### src/hw/rtl/bb3_pkg.sv
// Shared types, constants and helper functions for the 3x3 RGB box blur.
// Used by every module of the block; depends on nothing else.
package bb3_pkg;

  localparam int unsigned MAX_WIDTH_DEF = 1024;
  localparam int unsigned CFG_W_W       = 11;
  localparam int unsigned CFG_H_W       = 12;
  localparam int unsigned CFG_DATA_W    = 12;
  localparam int unsigned OUT_COL_W     = 10;
  localparam int unsigned ROW_W         = 12;
  localparam int unsigned SUM_W         = 12;
  localparam int unsigned FIFO_DEPTH    = 8;

  localparam logic [CFG_W_W-1:0] WIDTH_RST  = CFG_W_W'(1024);
  localparam logic [CFG_H_W-1:0] HEIGHT_RST = CFG_H_W'(1024);

  // Reciprocal of 9 in 16 fractional bits; exact floor for sums up to 2295.
  localparam int unsigned DIV9_MUL   = 7282;
  localparam int unsigned DIV9_SHIFT = 16;

  typedef enum logic {
    CFG_IMAGE_WIDTH  = 1'b0,
    CFG_IMAGE_HEIGHT = 1'b1
  } cfg_idx_e;

  typedef struct packed {
    logic [7:0] red_in;
    logic [7:0] green_in;
    logic [7:0] blue_in;
  } pixel_in_t;

  typedef struct packed {
    logic [7:0] r;
    logic [7:0] g;
    logic [7:0] b;
  } rgb_t;

  typedef struct packed {
    logic [7:0]           red_out;
    logic [7:0]           green_out;
    logic [7:0]           blue_out;
    logic [OUT_COL_W-1:0] out_col;
    logic [ROW_W-1:0]     out_row;
    logic                 last_of_run;
  } result_t;

  typedef struct packed {
    logic [SUM_W-1:0] r;
    logic [SUM_W-1:0] g;
    logic [SUM_W-1:0] b;
  } sums_t;

  typedef struct packed {
    logic    first_vld;
    result_t first;
    logic    second_vld;
    result_t second;
  } push_t;

  function automatic logic [7:0] div9(logic [SUM_W-1:0] s);
    logic [SUM_W+13-1:0] p;
    p = (SUM_W + 13)'(s) * (SUM_W + 13)'(DIV9_MUL);
    return p[DIV9_SHIFT +: 8];
  endfunction

endpackage

### src/hw/rtl/bb3_window.sv
// Six-entry window of the two previous columns and the 3x3 channel sums.
// Depends on bb3_pkg.
module bb3_window import bb3_pkg::*; (
  input  logic  clk_i,
  input  logic  rst_ni,
  input  logic  shift_i,
  input  rgb_t  older_i,
  input  rgb_t  prev_i,
  input  rgb_t  px_i,
  output sums_t sums_o
);

  rgb_t win_q [6];
  rgb_t win_d [6];
  rgb_t taps  [9];

  always_comb begin
    win_d = win_q;
    if (shift_i) begin
      win_d[0] = win_q[1];
      win_d[1] = older_i;
      win_d[2] = win_q[3];
      win_d[3] = prev_i;
      win_d[4] = win_q[5];
      win_d[5] = px_i;
    end
  end

  always_ff @(posedge clk_i or negedge rst_ni) begin
    if (!rst_ni) begin
      for (int i = 0; i < 6; i++) begin
        win_q[i] <= '0;
      end
    end else begin
      win_q <= win_d;
    end
  end

  always_comb begin
    for (int i = 0; i < 6; i++) begin
      taps[i] = win_q[i];
    end
    taps[6] = older_i;
    taps[7] = prev_i;
    taps[8] = px_i;
  end

  always_comb begin
    sums_o = '0;
    for (int i = 0; i < 9; i++) begin
      sums_o.r = sums_o.r + SUM_W'(taps[i].r);
      sums_o.g = sums_o.g + SUM_W'(taps[i].g);
      sums_o.b = sums_o.b + SUM_W'(taps[i].b);
    end
  end

endmodule

### config.mk
export PLATFORM = sky130hd
export DESIGN_NAME = bb3_window
export DESIGN_NICKNAME = d
export VERILOG_FILES = /design/src/hw/rtl/bb3_pkg.sv /design/src/hw/rtl/bb3_window.sv
export SDC_FILE = /design/constraint.sdc
export NUM_CORES = 1
export LEC_CHECK = 0
export BUFFER_PORTS_ARGS = -buffer_cell sky130_fd_sc_hd__buf_4
export CORE_MARGIN = 2
export CORE_UTILIZATION = 45
export DETAILED_ROUTE_END_ITERATION = 6
export GPL_TIMING_DRIVEN = 1
export PLACE_DENSITY = 0.68
export SLEW_MARGIN = 10
export SYNTH_ARGS = -nofsm -noshare
export SYNTH_HDL_FRONTEND = slang
export SYNTH_SLANG_ARGS = --single-unit
### constraint.sdc
create_clock -name clk_i -period 6.35 [get_ports clk_i]
set_input_delay 1.27 -clock clk_i [delete_from_list [all_inputs] [get_ports clk_i]]
set_output_delay 1.27 -clock clk_i [all_outputs]
set_load 0.01 [all_outputs]
==> results of run 1 <==
[final timing paths]
| check | to | slack (ns) | cells after the start |
|---|---|---|---|
| setup / recovery | sums_o[22] | 0.14 | 16 |
| hold / removal | taps[104]$_DFFE_PN0P_ | 0.49 | 2 |
| setup reg to reg | taps[115]$_DFFE_PN0P_ | 5.53 | 1 |
| hold reg to reg | taps[104]$_DFFE_PN0P_ | 0.49 | 2 |
| max in group asynchronous | taps[78]$_DFFE_PN0P_ | 4.20 | 2 |
| min in group asynchronous | taps[176]$_DFFE_PN0P_ | 0.93 | 1 |
[kinds of logic (layout without fill, tap and decap cells)]
group	Yosys count	after routing
xor+xnor	18	18
simple gates	48	48
fa+ha+maj	201	201
buf+inv	261	395
mux	132	132
compound gates	56	56
flops	144	144
[area by class of cell]
class / count / area, um2
inverter: 244 / 916
sequential: 144 / 3600
timing repair buffer: 119 / 901
tap: 319 / 399
clock buffer: 18 / 439
multi-input combinational: 455 / 6040
clock inverter: 14 / 109
fill: 2100 / 10900
[per-layer routing]
layer / GRT usage (%) / part of all wire [%] / wire length [um]
met2: 26.5 / 49 / 8650
met1: 22.5 / 47 / 8380
met5: 0 / 0 / 0
met4: 3.64 / 0.91 / 161
met3: 3.00 / 2.8 / 501
[what timing repair did]
item / in CTS / in global routing
gates cloned: 0 / 0
pin swaps: 4 / 11
setup endpoints to repair: 2 / 6
hold buffers: 0 / 0
resized for setup: 5 / 14
[cells in the mapped netlist, drive strengths merged, types with 2 or more instances]
cell type	count	area share, %
inv	244	8.7
fa	162	31
dfrtp	144	34
mux2	132	14
ha	39	4.6
o21ai	20	0.95
nand2	18	0.64
nor2	17	0.60
buf	14	0.66
xnor2	14	1.2
a21oi	9	0.43
a211oi	4	0.33
nand3	4	0.19
nor2b	4	0.31
o21a	4	0.28
xor2	4	0.33
a21o	3	0.23
clkbuf	3	0.11
o211ai	3	0.21
o21bai	3	0.21
a31oi	2	0.12
nor3	2	0.095
o31a	2	0.17
[through the flow]
step           setup slack [ns]  hold WS (ns)  cells  cell area [um2]
2_1_floorplan             0.264         0.450    860            10600
3_3_place_gp            -0.0698         0.472   1281            11800
3_5_place_dp             -0.102         0.470   1281            11800
4_1_cts                  0.0108         0.495   1313            12300
5_1_grt                 0.00475         0.540   1313            12400
6_report                  0.138         0.491   1313            12400
==> impl_metrics.py, run 1 <==
metrics = {
    "clocking": {
        "clockRootBuffer": "clkbuf_16",
        "cts_tree": "yes",
        "clock_sinks": 144,
        "clock_latency_ns": 0.42,
        "cts_inserted_buffers": 17,
        "clockBufferDepth": 2,
        "htree_levels": 4,
        "post-cts-setup-buffer-count": 0,
        "path_clk_slew_ns": 0.07,
    },
    "logic_synthesis": {
        "yosys.area_share.simple_pct": 2.01,
        "ys.flop_type": "dfrtp_1",
        "ys_ff_latch": 144,
        "synthDistinctLibCells": 35,
        "synthXorXnorAreaFrac_pct": 1.49,
        "syn_area_per_cell_um2": 12.3,
        "syn-cell-area_um2": 10600,
        "synth_edf_count": 0,
        "syn_nets": 1136,
        "synth_top_family_by_area": "adder cells",
        "synth-compound-area-share_pct": 3.48,
        "netlist_instances": 860,
        "synthAdderAreaFrac_pct": 35.3,
        "async_reset_ff_share_pct": 100,
        "seq_area_frac_synth_pct": 34.1,
        "synthMuxAreaShare_pct": 14.1,
        "synth.yosys.warnings": 0,
    },
    "layout": {
        "largest_register_ffs": 144,
        "post-route-util_pct": 53.3,
        "final_common_cell": "inv_1",
        "areaGrowthSynthToFinish_pct": 17.5,
        "n_antenna_cell": 0,
        "layout_common_cells": "242 x inv_1, 159 x fa_1, 144 x dfrtp_1",
        "fin_nets": 1257,
        "drive_gt1_share_pct": 30.6,
    },
    "die": {
        "io_pins": 111,
        "die-area_um2": 24700,
        "die_h_um": 157,
        "core.rowCount": 56,
        "start_util_pct": 45.4,
        "die_w_um": 157,
        "coreArea_um2": 23300,
    },
    "sta": {
        "max_freq_mhz": 161,
        "period_share_pct": 97.8,
        "hold_viol": 0,
        "fin_setup_tns_ns": 0,
        "relSlewSlack_pct": 37.3,
        "drv_slew": 0,
        "grt_setup_unrepaired": "no",
        "finalClockSkew_ns": 0.0105,
        "setup_viol": 0,
        "tightest_slew_ns": 0.941,
        "post-route-min-period_ns": 6.21,
    },
    "routing": {
        "avgViaCountPerCell": 4.59,
        "drt-total-wl_um": 17700,
        "vias": 6033,
        "drtAntennaViolNets": 0,
        "drc": 0,
        "wl_per_cell_um": 13.5,
        "drt_iter0_drc": 190,
        "drtPass1Iterations": 4,
    },
    "global_route": {
        "grt_use_total_pct": 16.1,
        "grt_antenna_before_repair": 0,
        "grt_max_degree": 108,
        "grt_first_pass_wirelength_um": 31500,
        "grt_pass1_vias": 6670,
        "grt-ovfl-total": 0,
    },
    "setup_path": {
        "crit_family": "adder cells",
        "cp.required_ns": 5.08,
        "crit_fanout": 2,
        "r2r-start": "taps[91]$_DFFE_PN0P_",
        "start_kind": "primary input",
        "worstSetupPathType": "primary input to output port",
        "cp_slowest_stage_delay_ns": 0.52,
        "worst_setup_path_end_kind": "output port",
        "cp_cell_sequence": "buf_4 > inv_1 > fa_1 > inv_1 > fa_1 > fa_1 > inv_1 > fa_1 > inv_1 > ha_4 > fa_2 > a21oi_2 > o211ai_1 > o41ai_2 > xnor2_1 > buf_4",
        "startpoint": "older_i[10]",
        "crit_slowest_cell": "fa_1",
        "arrival_ns": 4.94,
        "cp.buffers_inverters": 6,
    },
    "run": {
        "drv_cap": 0,
    },
    "outcome": {
        "outcome": "finished clean",
    },
    "placed_design": {
        "gp_congestion": 0.807,
        "hpwl_um": 13800,
        "place.port_buffers": 110,
    },
    "min_path": {
        "holdCritStartpoint": "taps[80]$_DFFE_PN0P_",
        "hold_class": "flop to flop",
    },
}
Power of run 1 is left out: the tool's default activity adds up to more than one toggle a clock period on the data nets, which glitch-free logic cannot reach.
==> inputs of run 2 (changes only) <==
- CORE_UTILIZATION: 45 -> 55
- PLACE_DENSITY: 0.68 -> 0.79
==> run 2 against run 1 <==
Non-clock buffer count up 1; design area down 0.33%; critical path depth unchanged; final cell count down 6.5%; global-route usage up 3.5 points; clock skew down 0.0032 ns; worst setup slack worse by 0.019 ns; die area down 18%; hold slack worse by 0.0012 ns; sequential cell count unchanged; count of clock-buffer cells in the layout up 2; register-to-register slack about the same; critical endpoint is now sums_o[10].
==> impl_metrics.py, run 2 (synthesized netlist as in run 1, its figures left out) <==
metrics = {
    "clocking": {
        "cts_inserted_buffers": 17,
        "cts_tree": "yes",
        "clockBufferDepth": 2,
        "clock_sinks": 144,
        "cts_hold_buf": 0,
        "htree_levels": 4,
        "path_clk_slew_ns": 0.06,
        "clock_latency_ns": 0.42,
        "clockRootBuffer": "clkbuf_16",
    },
    "layout": {
        "regArea_um2": 3600,
        "drive_gt1_share_pct": 31.0,
        "fill_cells": 1456,
        "n_antenna_cell": 0,
        "largest_register_ffs": 144,
        "layout_common_cells": "239 x inv_1, 159 x fa_1, 144 x dfrtp_1",
        "areaGrowthSynthToFinish_pct": 17.1,
        "final_common_cell": "inv_1",
        "fin_nets": 1258,
        "multi_input_area_um2": 6050,
    },
    "run": {
        "drv_cap": 0,
    },
    "global_route": {
        "grt-ovfl-total": 0,
        "grt_use_total_pct": 19.6,
        "grt_max_degree": 99,
        "grt_antenna_before_repair": 0,
        "grt_first_pass_wirelength_um": 31100,
        "grt_pass1_vias": 6808,
    },
    "routing": {
        "drc": 0,
        "vias": 6109,
        "drt-total-wl_um": 17700,
        "avgViaCountPerCell": 4.97,
        "drt_iter0_drc": 215,
        "wl_per_cell_um": 14.4,
        "drtPass1Iterations": 6,
        "drtAntennaViolNets": 0,
    },
    "setup_path": {
        "crit_slowest_cell": "fa_1",
        "reg2regPathDepth": 1,
        "worst_setup_path_end_kind": "output port",
        "crit_fanout": 2,
        "crit-reg2reg-capture": "taps[85]$_DFFE_PN0P_",
        "cp_cell_sequence": "buf_4 > fa_1 > inv_1 > fa_1 > fa_1 > fa_1 > inv_1 > ha_2 > inv_2 > fa_2 > nor2b_4 > o2111ai_2 > nand3_2 > o41a_1 > xor2_2 > buf_4",
        "arrival_ns": 4.96,
        "cp.required_ns": 5.08,
        "cp_slowest_stage_delay_ns": 0.52,
        "start_kind": "primary input",
        "r2r_setup_slack_ns": 5.52,
        "worstSetupPathType": "primary input to output port",
        "r2r-start": "taps[85]$_DFFE_PN0P_",
        "critPathMostFrequentCell": "fa_1",
    },
    "min_path": {
        "hold_class": "flop to flop",
        "holdCritStartpoint": "taps[80]$_DFFE_PN0P_",
        "hold_depth": 2,
        "hold_end": "taps[104]$_DFFE_PN0P_",
    },
    "die": {
        "coreArea_um2": 18800,
        "die_w_um": 143,
        "die_h_um": 143,
        "start_util_pct": 56.2,
        "io_pins": 111,
        "die-area_um2": 20300,
        "core.rowCount": 50,
    },
    "sta": {
        "relSlewSlack_pct": 38.9,
        "tightest_slew_ns": 0.916,
        "setup_slack_ns": 0.119,
        "post-route-min-period_ns": 6.23,
        "setup_viol": 0,
        "max_freq_mhz": 161,
        "drv_slew": 0,
        "grt_setup_unrepaired": "yes",
        "finalClockSkew_ns": 0.00727,
        "period_share_pct": 98.1,
        "hold_viol": 0,
    },
    "placed_design": {
        "hpwl_um": 13600,
        "place.port_buffers": 110,
        "post-place-ws_ns": -0.107,
        "gp_congestion": 0.836,
    },
    "outcome": {
        "outcome": "finished clean",
    },
}
## run 2: worst max path at each step
stage	start	cells past startpoint	slack, ns	endpoint
CTS	older_i[18]	18	0.02	sums_o[34]
global route	older_i[19]	15	-0.02	sums_o[35]
finish	older_i[2]	16	0.12	sums_o[10]
floorplan	older_i[10]	14	0.26	sums_o[22]
global placement	older_i[10]	16	-0.05	sums_o[22]
detailed placement	older_i[10]	16	-0.11	sums_o[22]
## run 2: cell type report
class / instances / share of cell area, %
clock inverter: 11 / 1.12
clock buffer: 20 / 3.69
tap: 234 / 2.37
timing repair buffer: 120 / 7.35
inverter: 244 / 7.41
sequential: 144 / 29.1
multi-input combinational: 455 / 48.9
## run 2: worst max-delay path, delay by kind of cell
| kind | cells | cell delay (ns) |
|---|---|---|
| simple gates | 2 | 0.17 |
| fa+ha+maj | 6 | 2.37 |
| buf+inv | 5 | 0.42 |
| compound gates | 2 | 0.53 |
| xor+xnor | 1 | 0.20 |
## run 2: through the flow
stage	std cells	instance area [um2]	util, %	TNS (ns)	hold WS (ns)
floorplan	860	10600	-	0	0.450
global placement	1194	11700	62.1	-0.0466	0.469
detailed placement	1194	11700	62.1	-0.138	0.480
CTS	1226	12300	65.4	0	0.492
global route	1228	12400	65.9	-0.0348	0.530
finish	1228	12400	65.9	0	0.489
## run 2: metal layers
metal	wire (um)	global-route usage (%)	up-vias
met5	0	0	-
met4	405	6.72	0
met3	649	4.14	27
met2	8990	33.4	112
met1	7630	25.1	3117
li1	-	-	2853
## run 2: repair_timing
| action | in CTS | in global routing |
|---|---|---|
| pin swaps | 3 | 12 |
| gates resized for setup | 6 | 18 |
| endpoints found under the setup margin | 2 | 8 |
| endpoints found under the hold margin | 0 | 0 |
| buffers inserted | 1 | 2 |
Power of run 2 is left out for the same reason.
==> inputs of run 3 (changes only) <==
- CORE_UTILIZATION: 55 -> 30
- PLACE_DENSITY: 0.79 -> 0.5
==> run 3 against run 2 <==
Register-to-register slack barely moved; global-route usage fell by 7.7 points; hold slack got worse by 0.0038 ns; first-iteration DRC count down 25%; clock skew increased by 0.00092 ns; via count shrank 0.51%; fmax about the same; routed wire length increased by 9.8%; sequential cell count is the same; die area up 81%; sequential share of layout area fell by 0.65 points; critical endpoint unchanged.
==> impl_metrics.py, run 3 (synthesized netlist as in run 1, its figures left out) <==
metrics = {
    "clocking": {
        "clockBufferDepth": 2,
        "htree_levels": 4,
        "cts_tree": "yes",
        "path_clk_slew_ns": 0.06,
        "clockRootBuffer": "clkbuf_16",
        "clock_sinks": 144,
        "clock_latency_ns": 0.43,
        "cts_inserted_buffers": 17,
    },
    "die": {
        "coreArea_um2": 34600,
        "die_w_um": 192,
        "die-area_um2": 36700,
        "die_h_um": 192,
        "start_util_pct": 30.5,
        "io_pins": 111,
        "core.rowCount": 68,
    },
    "setup_path": {
        "critPathMostFrequentCell": "fa_1",
        "crit-reg2reg-capture": "taps[194]$_DFFE_PN0P_",
        "r2r_setup_slack_ns": 5.51,
        "cp.buffers_inverters": 5,
        "worstSetupPathType": "primary input to output port",
        "start_kind": "primary input",
        "worst_setup_path_end_kind": "output port",
        "crit_family": "adder cells",
        "reg2regPathDepth": 1,
        "cp_cell_sequence": "buf_4 > fa_2 > inv_1 > fa_1 > fa_1 > fa_1 > inv_2 > ha_4 > inv_2 > fa_2 > nor2b_4 > o2111ai_2 > nand3_2 > o41a_1 > xor2_1 > buf_4",
        "r2r-start": "taps[170]$_DFFE_PN0P_",
        "cp.required_ns": 5.08,
        "crit_fanout": 2,
        "crit_slowest_cell": "fa_2",
        "arrival_ns": 4.96,
        "cp_slowest_stage_delay_ns": 0.60,
    },
    "routing": {
        "avgViaCountPerCell": 4.19,
        "wl_per_cell_um": 13.4,
        "drc": 0,
        "vias": 6078,
        "drtPass1Iterations": 4,
        "drtAntennaViolNets": 0,
        "drt_iter0_drc": 161,
        "drt-total-wl_um": 19400,
    },
    "sta": {
        "setup_viol": 0,
        "grt_setup_unrepaired": "yes",
        "max_freq_mhz": 160,
        "finalClockSkew_ns": 0.00820,
        "fin_hold_ws_ns": 0.486,
        "drv_slew": 0,
        "relSlewSlack_pct": 30.2,
        "post-route-min-period_ns": 6.23,
        "hold_viol": 0,
        "tightest_slew_ns": 1.05,
        "period_share_pct": 98.1,
        "setup_slack_ns": 0.118,
    },
    "layout": {
        "post-route-util_pct": 36.5,
        "largest_register_ffs": 144,
        "n_antenna_cell": 0,
        "areaGrowthSynthToFinish_pct": 19.8,
        "final_common_cell": "inv_1",
        "layout_common_cells": "241 x inv_1, 157 x fa_1, 144 x dfrtp_1",
        "final_cells": 1452,
        "fin_nets": 1260,
        "drive_gt1_share_pct": 31.2,
    },
    "run": {
        "drv_cap": 0,
    },
    "global_route": {
        "grt_antenna_before_repair": 0,
        "grt_use_total_pct": 11.9,
        "grt-ovfl-total": 0,
        "grt_first_pass_wirelength_um": 33900,
        "grt_max_degree": 113,
        "grt_pass1_vias": 6821,
    },
    "min_path": {
        "holdCritStartpoint": "taps[74]$_DFFE_PN0P_",
        "hold_end": "taps[98]$_DFFE_PN0P_",
        "hold_depth": 2,
        "hold_class": "flop to flop",
    },
    "outcome": {
        "outcome": "finished clean",
    },
    "placed_design": {
        "place.port_buffers": 110,
        "post-place-ws_ns": -0.129,
        "gp_congestion": 0.754,
        "hpwl_um": 15200,
        "placed_cells": 1417,
    },
}
==> run 3: cell types whose count changed in the layout (fill, tap and decap cells not counted), moves of 2 or more <==
cell | before | now
clkinv_2 | 5 | 2
inv_1 | 239 | 241
clkinvlp_4 | 2 | 5
a211oi_2 | 1 | 3
fa_1 | 159 | 157
inv_2 | 5 | 3
a211oi_1 | 3 | 1
inv_6 | 0 | 2
fa_2 | 3 | 5
==> run 3: worst max path at each step <==
| stage | startpoint | end | cells past startpoint |
|---|---|---|---|
| 2_1_floorplan | older_i[10] | sums_o[22] | 14 |
| 3_3_place_gp | older_i[10] | sums_o[22] | 16 |
| 3_5_place_dp | older_i[10] | sums_o[22] | 16 |
| 4_1_cts | older_i[2] | sums_o[10] | 16 |
| 5_1_grt | px_i[2] | sums_o[10] | 16 |
| 6_report | px_i[2] | sums_o[10] | 16 |
==> run 3: area by class of cell <==
| type | instances | area, um2 |
|---|---|---|
| Timing Repair Buffer | 122 | 927 |
| Clock buffer | 20 | 457 |
| Clock inverter | 12 | 134 |
| Tap cell | 455 | 569 |
| Sequential cell | 144 | 3600 |
| Inverter | 244 | 916 |
| Fill cell | 3434 | 22000 |
| Multi-Input combinational cell | 455 | 6040 |
==> run 3: repair_timing <==
action | 4_1_cts | 5_1_grt
gates resized for setup | 6 | 17
endpoints found under the setup margin | 3 | 11
buffers inserted | 1 | 2
hold buffers | 0 | 0
pin swaps | 6 | 18
==> run 3: stage by stage <==
step                      area [um2]  setup TNS (ns)
after floorplan                10600               0
after global placement         11900          -0.171
after detailed placement       11900          -0.185
after CTS                      12600               0
after global routing           12600         -0.0788
final                          12600               0
==> run 3: metal layers <==
| layer | wire (um) | track usage, % | share of wire, % | vias up |
|---|---|---|---|---|
| met2 | 9390 | 19.1 | 48 | 90 |
| met1 | 8950 | 15.8 | 46 | 3114 |
| li1 | - | - | - | 2860 |
| met4 | 192 | 3.28 | 0.99 | 0 |
| met3 | 889 | 3.31 | 4.6 | 14 |
| met5 | 0 | 0 | 0 | - |
Power of run 3 is left out for the same reason.
