### src/hw/rtl/bb3_pkg.sv
// Shared types, constants and helper functions for the 3x3 RGB box blur.
// Used by every module of the block; depends on nothing else.
package bb3_pkg;

  localparam int unsigned MAX_WIDTH_DEF = 1024;
  localparam int unsigned CFG_W_W       = 11;
  localparam int unsigned CFG_H_W       = 12;
  localparam int unsigned CFG_DATA_W    = 12;
  localparam int unsigned OUT_COL_W     = 10;
  localparam int unsigned ROW_W         = 12;
  localparam int unsigned SUM_W         = 12;
  localparam int unsigned FIFO_DEPTH    = 8;

  localparam logic [CFG_W_W-1:0] WIDTH_RST  = CFG_W_W'(1024);
  localparam logic [CFG_H_W-1:0] HEIGHT_RST = CFG_H_W'(1024);

  // Reciprocal of 9 in 16 fractional bits; exact floor for sums up to 2295.
  localparam int unsigned DIV9_MUL   = 7282;
  localparam int unsigned DIV9_SHIFT = 16;

  typedef enum logic {
    CFG_IMAGE_WIDTH  = 1'b0,
    CFG_IMAGE_HEIGHT = 1'b1
  } cfg_idx_e;

  typedef struct packed {
    logic [7:0] red_in;
    logic [7:0] green_in;
    logic [7:0] blue_in;
  } pixel_in_t;

  typedef struct packed {
    logic [7:0] r;
    logic [7:0] g;
    logic [7:0] b;
  } rgb_t;

  typedef struct packed {
    logic [7:0]           red_out;
    logic [7:0]           green_out;
    logic [7:0]           blue_out;
    logic [OUT_COL_W-1:0] out_col;
    logic [ROW_W-1:0]     out_row;
    logic                 last_of_run;
  } result_t;

  typedef struct packed {
    logic [SUM_W-1:0] r;
    logic [SUM_W-1:0] g;
    logic [SUM_W-1:0] b;
  } sums_t;

  typedef struct packed {
    logic    first_vld;
    result_t first;
    logic    second_vld;
    result_t second;
  } push_t;

  function automatic logic [7:0] div9(logic [SUM_W-1:0] s);
    logic [SUM_W+13-1:0] p;
    p = (SUM_W + 13)'(s) * (SUM_W + 13)'(DIV9_MUL);
    return p[DIV9_SHIFT +: 8];
  endfunction

endpackage

### src/hw/rtl/bb3_out_fifo.sv
// Result queue that takes up to two results per cycle and gives one beat per cycle while the receiver is ready.
// Depends on bb3_pkg.
module bb3_out_fifo import bb3_pkg::*; #(
  parameter int unsigned DEPTH = FIFO_DEPTH,
  parameter int unsigned CNT_W = $clog2(FIFO_DEPTH + 1)
) (
  input  logic             clk_i,
  input  logic             rst_ni,
  input  push_t            push_i,
  output logic             out_valid_o,
  input  logic             out_ready_i,
  output result_t          out_data_o,
  output logic [CNT_W-1:0] count_o
);

  localparam int unsigned PW = $clog2(DEPTH);

  result_t          mem_q [DEPTH];
  logic [PW-1:0]    wptr_q, wptr_d;
  logic [PW-1:0]    rptr_q, rptr_d;
  logic [CNT_W-1:0] count_q, count_d;
  logic             wr0_en, wr1_en, pop;
  result_t          wr0_data;
  logic [PW-1:0]    wptr_nx;

  assign wr0_en   = push_i.first_vld | push_i.second_vld;
  assign wr1_en   = push_i.first_vld & push_i.second_vld;
  assign wr0_data = push_i.first_vld ? push_i.first : push_i.second;
  assign wptr_nx  = PW'((PW + 1)'(wptr_q) + (PW + 1)'(1) == (PW + 1)'(DEPTH) ? 0 : wptr_q + 1'b1);
  assign pop      = out_valid_o & out_ready_i;

  always_comb begin
    wptr_d  = wptr_q;
    rptr_d  = rptr_q;
    count_d = count_q + CNT_W'(wr0_en) + CNT_W'(wr1_en) - CNT_W'(pop);
    if (wr1_en) begin
      wptr_d = (CNT_W'(wptr_nx) + CNT_W'(1) == CNT_W'(DEPTH)) ? '0 : wptr_nx + 1'b1;
    end else if (wr0_en) begin
      wptr_d = wptr_nx;
    end
    if (pop) begin
      rptr_d = (CNT_W'(rptr_q) + CNT_W'(1) == CNT_W'(DEPTH)) ? '0 : rptr_q + 1'b1;
    end
  end

  always_ff @(posedge clk_i) begin
    if (wr0_en) begin
      mem_q[wptr_q] <= wr0_data;
    end
    if (wr1_en) begin
      mem_q[wptr_nx] <= push_i.second;
    end
  end

  always_ff @(posedge clk_i or negedge rst_ni) begin
    if (!rst_ni) begin
      wptr_q  <= '0;
      rptr_q  <= '0;
      count_q <= '0;
    end else begin
      wptr_q  <= wptr_d;
      rptr_q  <= rptr_d;
      count_q <= count_d;
    end
  end

  assign out_valid_o = (count_q != '0);
  assign out_data_o  = mem_q[rptr_q];
  assign count_o     = count_q;

endmodule

### config.mk
export PLATFORM = sky130hd
export DESIGN_NAME = bb3_out_fifo
export DESIGN_NICKNAME = d
export VERILOG_FILES = /design/src/hw/rtl/bb3_pkg.sv /design/src/hw/rtl/bb3_out_fifo.sv
export SDC_FILE = /design/constraint.sdc
export NUM_CORES = 1
export LEC_CHECK = 0
export BUFFER_PORTS_ARGS = -buffer_cell sky130_fd_sc_hd__buf_2
export CAP_MARGIN = 20
export CORE_MARGIN = 3
export CORE_UTILIZATION = 65
export DETAILED_ROUTE_END_ITERATION = 10
export PLACE_DENSITY = 0.82
export SETUP_SLACK_MARGIN = 0.05
export SLEW_MARGIN = 20
export SYNTH_ARGS = -nofsm -noshare
export SYNTH_HDL_FRONTEND = slang
export SYNTH_SLANG_ARGS = --single-unit
### constraint.sdc
create_clock -name clk_i -period 9.9 [get_ports clk_i]
set_input_delay 0.495 -clock clk_i [delete_from_list [all_inputs] [get_ports clk_i]]
set_output_delay 0.495 -clock clk_i [all_outputs]
set_load 0.01 [all_outputs]
==> flow_metrics.tcl, run 1 <==
set metrics [dict create \
    die-area_mm2 0.0328 \
    layout_commonest_cell "mux2_2" \
    postCtsHoldBufs 1 \
    port_buffers 150 \
    synth_warnings 0 \
    p_comb_frac 0.372 \
    synth_top_area_cell "edfxtp_1" \
    r2r-start "wptr_q[0]" \
    die_x_um 181 \
    clock_power_share 0.230 \
    cp-start-kind "flip-flop" \
    p_per_area_mw_per_mm2 295 \
    cts_resized 0 \
    clk-insertion-delay-late_ns 0.54 \
    tns_ns 0 \
    globalplace.congestion 0.780 \
    min_to "rptr_q[2]" \
    synthTopCellsByArea "edfxtp_1 57%, mux2_2 26%, mux4_2 11%, mux2_4 1.4%, dfrtp_1 1.3%" \
    totalWireLength_um 45700 \
    synth_top_area_share 0.567 \
    clock.fmax_mhz 230 \
    end_kind "output pin" \
    cts_tree "built" \
    syn_area_per_cell_um2 18.2 \
    skew_ns 0.0248 \
    vias 11023 \
    whs_path_depth 3 \
    arrival_ns 3.86 \
    num-fill-cells 1774 \
    num_rows 63 \
    crit_fanout 43 \
    rsz0062_at_grt "no" \
    hpwl_um 25600 \
    routedWlPerCell_um 27.7 \
    tightest_slew_ns 1.12 \
    internal_power_mw 4.49 \
    dr.pass1.iters 5 \
    p_leak_nw 7.63 \
    r2r-end "mem_q[7][30]" \
    reg2regPathDepth 5 \
    die_y_um 181 \
    clock_path_buffers 3 \
    p_sw_mw 2.12 \
    synthCells 1096 \
    grt_usage 0.282 \
    cts_setup_buffers 0 \
    numCtsBuffers 40 \
    syn_to_final_growth_pct 12.4 \
    grt-ovfl-total 0 \
    drive_gt1_frac 0.643 \
    cts-root-buf "clkbuf_16" \
    max_cap_viol_count 0 \
    min_period_over_period 0.440 \
    fin_nets 1340 \
    status "finished clean" \
    antenna_left 0 \
    crit_type "reg -> out" \
    htree_levels 2 \
    num_io_pins 151 \
    drcViolationCount 0 \
    grt_pass1_vias 11871 \
    hold_viol_final 0 \
    rrSetupSlack_ns 6.18 \
    sw_frac_of_total 0.320 \
    setup_violations 0 \
    cts.sinks 386 \
    grt_pass1_wl_um 71500 \
    grt_max_degree 71 \
    synth.net_count 1204 \
    slew_headroom 0.248 \
    antenna_found_initial 0 \
    yosysSeqAreaShare 0.580 \
    start_util 0.666 \
    viasPerCell 6.67 \
    hold_slack_ns 0.279 \
    ys_types 36 \
    cp.required_ns 9.41 \
    p_seq_frac 0.398 \
    peakVddDrop_uv 164 \
    fin_crit_ns 4.35 \
    mostFrequentLayoutCells "452 x mux2_2, 376 x edfxtp_1, 150 x buf_2, 94 x mux4_2, 42 x clkbuf_16" \
    clkTransAtPathRegs_ns 0.06 \
    diodes 0 \
    drt_iter0_drc 981 \
    core_area_mm2 0.0299 \
    synth_area_mm2 0.0199 \
    slew_violations 0 \
    min_from "out_ready_i" \
    hold_class "in -> reg" \
    ys_ff_latch 386 \
]
## through the flow
stage	instances	utilization	power [mW]	instance area, um2	setup slack [ns]
global route	1652	0.749	6.88	22400	5.28
global placement	1579	0.705	5.07	21100	6.03
detailed placement	1579	0.705	5.12	21100	6.00
CTS	1652	0.749	6.65	22400	5.44
finish	1652	0.749	6.61	22400	5.55
floorplan	1096	-	4.31	19900	4.47
## flip-flops by register name, summed over array words and instances, names as in the netlist
signal and count:
count_o 4, mem_q 376, rptr_q 3, wptr_q 3
## cell usage after synthesis
cell,number
or2_2,1
nor2b_1,2
buf_1,4
buf_6,5
clkbuf_1,26
a21o_1,1
buf_4,3
o32ai_1,1
mux2_4,19
a21oi_1,2
edfxtp_1,376
nand3_1,2
nand2_1,4
inv_1,8
nand2b_1,3
xnor2_1,7
or4_4,1
o22ai_1,3
nor2_1,5
dfrtp_1,10
nand4_1,1
and4b_1,1
or4_1,1
or3b_2,1
o21bai_1,1
a311oi_1,1
xor2_1,3
nor3_1,4
ha_1,7
mux2_2,452
fa_1,2
buf_2,39
mux4_2,94
nand4b_1,1
and3b_1,1
o21ai_0,4
## worst max-delay path: stages (launching register included)
cell	delay, ns
dfrtp_4	0.59
buf_4	0.76
buf_4	0.82
mux4_2	0.63
mux2_2	0.29
buf_2	0.15
## how the worst max path moves through the flow
stage / endpoint / startpoint / cells past startpoint
after floorplan: mem_q[0][0] / push_i[95] / 5
after CTS: out_data_o[44] / rptr_q[1] / 5
after detailed placement: out_data_o[44] / rptr_q[1] / 5
after global placement: out_data_o[44] / rptr_q[1] / 5
final: out_data_o[0] / rptr_q[1] / 5
after global routing: out_data_o[36] / rptr_q[1] / 5
## power by group through the flow
stage          Combinational [mW]  Sequential [mW]  Clock, mW
3_5_place_dp                 2.46             2.66          0
2_1_floorplan                1.74             2.57          0
3_3_place_gp                 2.43             2.64          0
5_1_grt                      2.61             2.67       1.60
4_1_cts                      2.48             2.63       1.54
6_report                     2.46             2.63       1.52
## per-layer routing
layer  global-route usage  vias up  routed length [um]
met2                0.480      482               23400
li1                     -     4749                   -
met3               0.0358       77                2960
met4               0.0746        0                1050
met1                0.391     5715               18400
met5                    0        -                   0
## logic make-up after synthesis
family	share of synthesized area
muxes	0.376
AOI/OAI and AO/OA	0.00409
and+or+nand+nor	0.00817
DFF	0.580
buffers and inverters	0.0209
adders and majority gates	0.00641
xor gates and xnor gates	0.00440
## area by class of cell
type                            count  area, um2  area share
Inverter                            8       30.0     0.00134
Timing Repair Buffer              171        911      0.0407
Clock inverter                     22        239      0.0107
Clock buffer                       50       1080      0.0483
Sequential cell                   386      11500       0.516
Multi-Input combinational cell    625       8090       0.361
Tap cell                          390        488      0.0218
Power figures use the tool's default switching activity.
==> inputs of run 2 (changes only) <==
--- a/config.mk
+++ b/config.mk
@@ -8,9 +8,9 @@
 export BUFFER_PORTS_ARGS = -buffer_cell sky130_fd_sc_hd__buf_2
 export CAP_MARGIN = 20
 export CORE_MARGIN = 3
-export CORE_UTILIZATION = 65
+export CORE_UTILIZATION = 61
 export DETAILED_ROUTE_END_ITERATION = 10
-export PLACE_DENSITY = 0.82
+export PLACE_DENSITY = 0.78
 export SETUP_SLACK_MARGIN = 0.05
 export SLEW_MARGIN = 20
 export SYNTH_ARGS = -nofsm -noshare
==> constraint.sdc (replaced) <==
create_clock -name clk_i -period 4.1 [get_ports clk_i]
set_input_delay 0.205 -clock clk_i [delete_from_list [all_inputs] [get_ports clk_i]]
set_output_delay 0.205 -clock clk_i [all_outputs]
set_load 0.01 [all_outputs]
==> run 2 against run 1 <==
Register-to-register slack lost 5.6 ns; critical path depth is the same; total power grew 140%; non-clock buffer count grew 18; count of clock-buffer cells in the layout shrank 2; sequential power grew 140%; sequential share of layout area shrank 0.33 points; clock power grew 120%; largest cell class unchanged.
==> flow_metrics.tcl, run 2 (synthesized netlist as in run 1, its figures left out) <==
set metrics [dict create \
    port_buffers 150 \
    cts-root-buf "clkbuf_16" \
    crit_slowest_cell "xnor2_1" \
    totalWireLength_um 45100 \
    htree_levels 2 \
    rrSetupSlack_ns 0.60 \
    largest_reg_flops 376 \
    p_per_area_mw_per_mm2 700 \
    core_area_mm2 0.0319 \
    status "finished clean" \
    peakVddDrop_uv 455 \
    hpwl_um 25900 \
    globalplace.congestion 0.755 \
    min_from "push_i[47]" \
    final_area_mm2 0.0225 \
    skew_ns 0.00970 \
    routedWlPerCell_um 26.4 \
    dp_cells 1641 \
    arrival_ns 3.77 \
    tns_ns 0 \
    antenna_left 0 \
    clkTransAtPathRegs_ns 0.06 \
    grt_pass1_wl_um 70500 \
    cts_tree "built" \
    cp.required_ns 4.37 \
    grt_usage 0.262 \
    crit_fanout 47 \
    clock_path_buffers 3 \
    crit_chain "ha_1 -> xnor2_1 -> or4_4 -> buf_4 -> mux2_2" \
    cts.sinks 386 \
    slew_headroom 0.250 \
    min_to "wptr_q[1]" \
    mostFrequentLayoutCells "452 x mux2_2, 376 x edfxtp_1, 149 x buf_2, 94 x mux4_2, 41 x clkbuf_16" \
    place_area_mm2 0.0213 \
    rsz0062_at_grt "no" \
    hold_viol_final 0 \
    grt_max_degree 57 \
    cts_resized 0 \
    whs_path_depth 2 \
    setup_violations 0 \
    slew_violations 0 \
    fin_nets 1359 \
    start_util 0.624 \
    hold_class "in -> reg" \
    r2r-start "wptr_q[0]" \
    num_io_pins 151 \
    antenna_found_initial 2 \
    drcViolationCount 0 \
    syn_to_final_growth_pct 13.2 \
    drive_gt1_frac 0.643 \
    cp-start-kind "flip-flop" \
    clock.fmax_mhz 286 \
    min_period_over_period 0.853 \
    critical-path-top-delay-family "XOR/XNOR gates" \
    num_rows 65 \
    die_y_um 187 \
    end_kind "flip-flop" \
    crit_buf_inv 1 \
    die-area_mm2 0.0348 \
    grt-ovfl-total 0 \
    vias 10942 \
    reg2regPathDepth 5 \
    viasPerCell 6.40 \
    crit_type "reg -> reg" \
    numCtsBuffers 41 \
    tightest_slew_ns 1.12 \
    r2r-end "mem_q[7][5]" \
    diodes 0 \
    grt_pass1_vias 11567 \
    layout_commonest_cell "mux2_2" \
    critical-path-max-stage-delay_ns 0.91 \
    fin_crit_ns 3.50 \
    max_cap_viol_count 0 \
    top_register "mem_q" \
    power_mw 15.8 \
    p_leak_nw 7.68 \
    dr.pass1.iters 5 \
    die_x_um 187 \
    clk-insertion-delay-late_ns 0.52 \
    drt_iter0_drc 1032 \
    fin_cells 1711 \
]
[run 2: cell types whose count changed in the layout (fill, tap and decap cells not counted), sizes merged]
| cell | delta |
|---|---|
| buf | +17 |
| clkinvlp | -1 |
| clkbuf | -2 |
| dlygate4sd3 | +1 |
| clkinv | +3 |
| bufinv | -4 |
[run 2: worst max-delay path by stage]
stage | cells past startpoint | end | start
2_1_floorplan | 5 | mem_q[7][0] | push_i[95]
3_3_place_gp | 5 | mem_q[7][31] | wptr_q[0]
3_5_place_dp | 5 | mem_q[7][30] | wptr_q[0]
4_1_cts | 5 | mem_q[7][30] | wptr_q[0]
5_1_grt | 5 | mem_q[7][39] | wptr_q[0]
6_report | 5 | mem_q[7][5] | wptr_q[0]
[run 2: metal layers]
layer	wire length [um]	global-route usage	share of wire	up-vias
li1	-	-	-	4788
met1	18900	0.371	0.42	5723
met2	22600	0.440	0.50	355
met3	2740	0.0366	0.061	72
met4	866	0.0567	0.019	4
met5	22	0	0.00049	-
[run 2: worst reg2reg max path: stages, from the launching register on]
cell and delay [ns]:
dfrtp_1 0.53, ha_1 0.36, xnor2_1 0.91, or4_4 0.30, buf_4 0.71, mux2_2 0.46
[run 2: layout make-up]
cell class	count	area (um2)
inverters	8	30.0
clock buffers	48	1050
well taps	435	544
repair buffers	189	1150
fillers	2112	9350
flip-flops and latches	386	11500
multi-input cells	625	8090
clock inverters	20	109
[run 2: repair_timing]
item | in CTS | in global routing
buffers inserted | 0 | 0
hold buffers | 2 | 0
setup endpoints to repair | 0 | 0
hold endpoints to repair | 11 | 0
[run 2: report_power, final]
| part | internal, mW | total [mW] | switching, mW |
|---|---|---|---|
| logic | 2.95 | 6.03 | 3.08 |
| clock network | 1.88 | 3.32 | 1.44 |
| registers | 5.85 | 6.43 | 0.578 |
| total | 10.7 | 15.8 | 5.10 |
[run 2: per-stage QoR]
stage,hold slack (ns),util,worst slack [ns]
global route,0.0764,0.707,0.513
global placement,0.0956,0.668,0.791
floorplan,-0.0906,-,-0.773
finish,0.0467,0.707,0.603
detailed placement,0.101,0.670,0.706
CTS,0.0242,0.707,0.660
==> inputs of run 3 (changes only) <==
==> constraint.sdc (replaced) <==
create_clock -name clk_i -period 3.54 [get_ports clk_i]
set_input_delay 0.177 -clock clk_i [delete_from_list [all_inputs] [get_ports clk_i]]
set_output_delay 0.177 -clock clk_i [all_outputs]
set_load 0.01 [all_outputs]
==> run 3 against run 2 <==
Clock power rose by 23%; first-iteration DRC count fell by 24%; routed wire length rose by 1.4%; design area rose by 0.67%.
==> flow_metrics.tcl, run 3 (synthesized netlist as in run 1, its figures left out) <==
set metrics [dict create \
    grt-ovfl-total 0 \
    num_io_pins 151 \
    power_mw 18.5 \
    p_leak_nw 7.74 \
    hpwl_um 26300 \
    status "finished clean" \
    grt_pass1_vias 11778 \
    drive_gt1_frac 0.644 \
    dp_cells 1643 \
    grt_usage 0.264 \
    multiInputGateArea_mm2 0.00810 \
    fin_crit_ns 3.07 \
    diodes 0 \
    die_y_um 187 \
    crit_type "reg -> reg" \
    slew_headroom 0.274 \
    rrSetupSlack_ns 0.47 \
    numCtsBuffers 41 \
    vias 10952 \
    max_cap_viol_count 0 \
    dr.pass1.iters 5 \
    clock.fmax_mhz 326 \
    crit_fanout 26 \
    start_util 0.624 \
    fin_nets 1362 \
    seqCellArea_mm2 0.0116 \
    whs_path_depth 2 \
    layout_commonest_cell "mux2_2" \
    setup_violations 0 \
    end_kind "flip-flop" \
    cts.sinks 386 \
    cts_setup_buffers 0 \
    viasPerCell 6.36 \
    die-area_mm2 0.0348 \
    grt_max_degree 50 \
    globalplace.congestion 0.760 \
    htree_levels 2 \
    grt_pass1_wl_um 70600 \
    drcViolationCount 0 \
    cts_tree "built" \
    arrival_ns 3.35 \
    syn_to_final_growth_pct 13.9 \
    antenna_found_initial 2 \
    cp-start-kind "flip-flop" \
    rsz0062_at_grt "no" \
    reg2regPathDepth 5 \
    critical-path-max-stage-delay_ns 0.54 \
    drt_iter0_drc 785 \
    min_to "mem_q[4][4]" \
    peakVddDrop_uv 467 \
    hold_viol_final 0 \
    crit_chain "ha_1 -> xor2_2 -> or4_4 -> buf_4 -> mux2_2" \
    totalWireLength_um 45700 \
    antenna_left 0 \
    clock_path_buffers 3 \
    p_per_area_mw_per_mm2 817 \
    min_period_over_period 0.867 \
    mostFrequentLayoutCells "452 x mux2_2, 376 x edfxtp_1, 149 x buf_2, 94 x mux4_2, 41 x clkbuf_16" \
    largest_reg_flops 376 \
    clkTransAtPathRegs_ns 0.06 \
    r2r-end "mem_q[3][28]" \
    skew_ns 0.0113 \
    die_x_um 187 \
    core_area_mm2 0.0319 \
    hold_class "in -> reg" \
    cp.required_ns 3.82 \
    tightest_slew_ns 1.08 \
    r2r-start "wptr_q[1]" \
    slew_violations 0 \
    top_register "mem_q" \
    port_buffers 150 \
    num_rows 65 \
    clk-insertion-delay-late_ns 0.54 \
    routedWlPerCell_um 26.6 \
    fin_cells 1722 \
    cts-root-buf "clkbuf_16" \
    num-fill-cells 2115 \
    min_from "push_i[4]" \
    crit_slowest_cell "xor2_2" \
]
## run 3: how the worst max path moves through the flow
stage               cells after the start  startpoint            to  slack [ns]
finish                                  5   wptr_q[1]  mem_q[3][28]        0.47
global route                            5   wptr_q[1]  mem_q[3][28]        0.35
CTS                                     5   wptr_q[1]  mem_q[3][28]        0.24
detailed placement                      5   wptr_q[1]  mem_q[3][28]        0.29
global placement                        5   wptr_q[1]  mem_q[3][36]        0.36
floorplan                               5  push_i[95]   mem_q[7][0]       -1.31
## run 3: worst max-delay path: cells and delay by family, from the launching register on
kind          cells  cell delay (ns)
flops             1             0.51
mux               1             0.40
simple gates      1             0.50
fa+ha+maj         1             0.36
xor+xnor          1             0.54
buf+inv           1             0.49
## run 3: metrics by stage
step / setup TNS [ns] / cell area, um2 / util / setup WS, ns / hold WS [ns]
3_5_place_dp: 0 / 21400 / 0.670 / 0.294 / 0.0658
4_1_cts: 0 / 22700 / 0.711 / 0.243 / 0.0362
6_report: 0 / 22700 / 0.711 / 0.470 / 0.0543
5_1_grt: 0 / 22700 / 0.711 / 0.348 / 0.0578
2_1_floorplan: -164.33 / 19900 / - / -1.31 / -0.119
3_3_place_gp: 0 / 21400 / 0.670 / 0.359 / 0.0576
## run 3: report_power, final
part	internal [mW]	total [mW]	switching, mW
Combinational	3.41	6.97	3.56
Sequential	6.78	7.45	0.675
Clock	2.37	4.10	1.73
## run 3: per-layer routing
layer  GRT usage  share of wire  up-vias
li1            -              -     4806
met1       0.357           0.41     5648
met2       0.451           0.51      408
met3      0.0432          0.065       86
met4      0.0707          0.024        4
met5           0        0.00048        -
## run 3: repair_timing
action / 4_1_cts / 5_1_grt
hold buffers: 3 / 0
endpoints found under the hold margin: 12 / 0
setup endpoints to repair: 0 / 2
gates resized for setup: 0 / 1
## run 3: area by class of cell
| cell class | count | share of cell area |
|---|---|---|
| Sequential cell | 386 | 0.509 |
| Clock inverter | 16 | 0.00668 |
| Multi-Input combinational cell | 625 | 0.357 |
| Timing Repair Buffer | 192 | 0.0519 |
| Tap cell | 435 | 0.0240 |
| Clock buffer | 60 | 0.0497 |
| Inverter | 8 | 0.00132 |
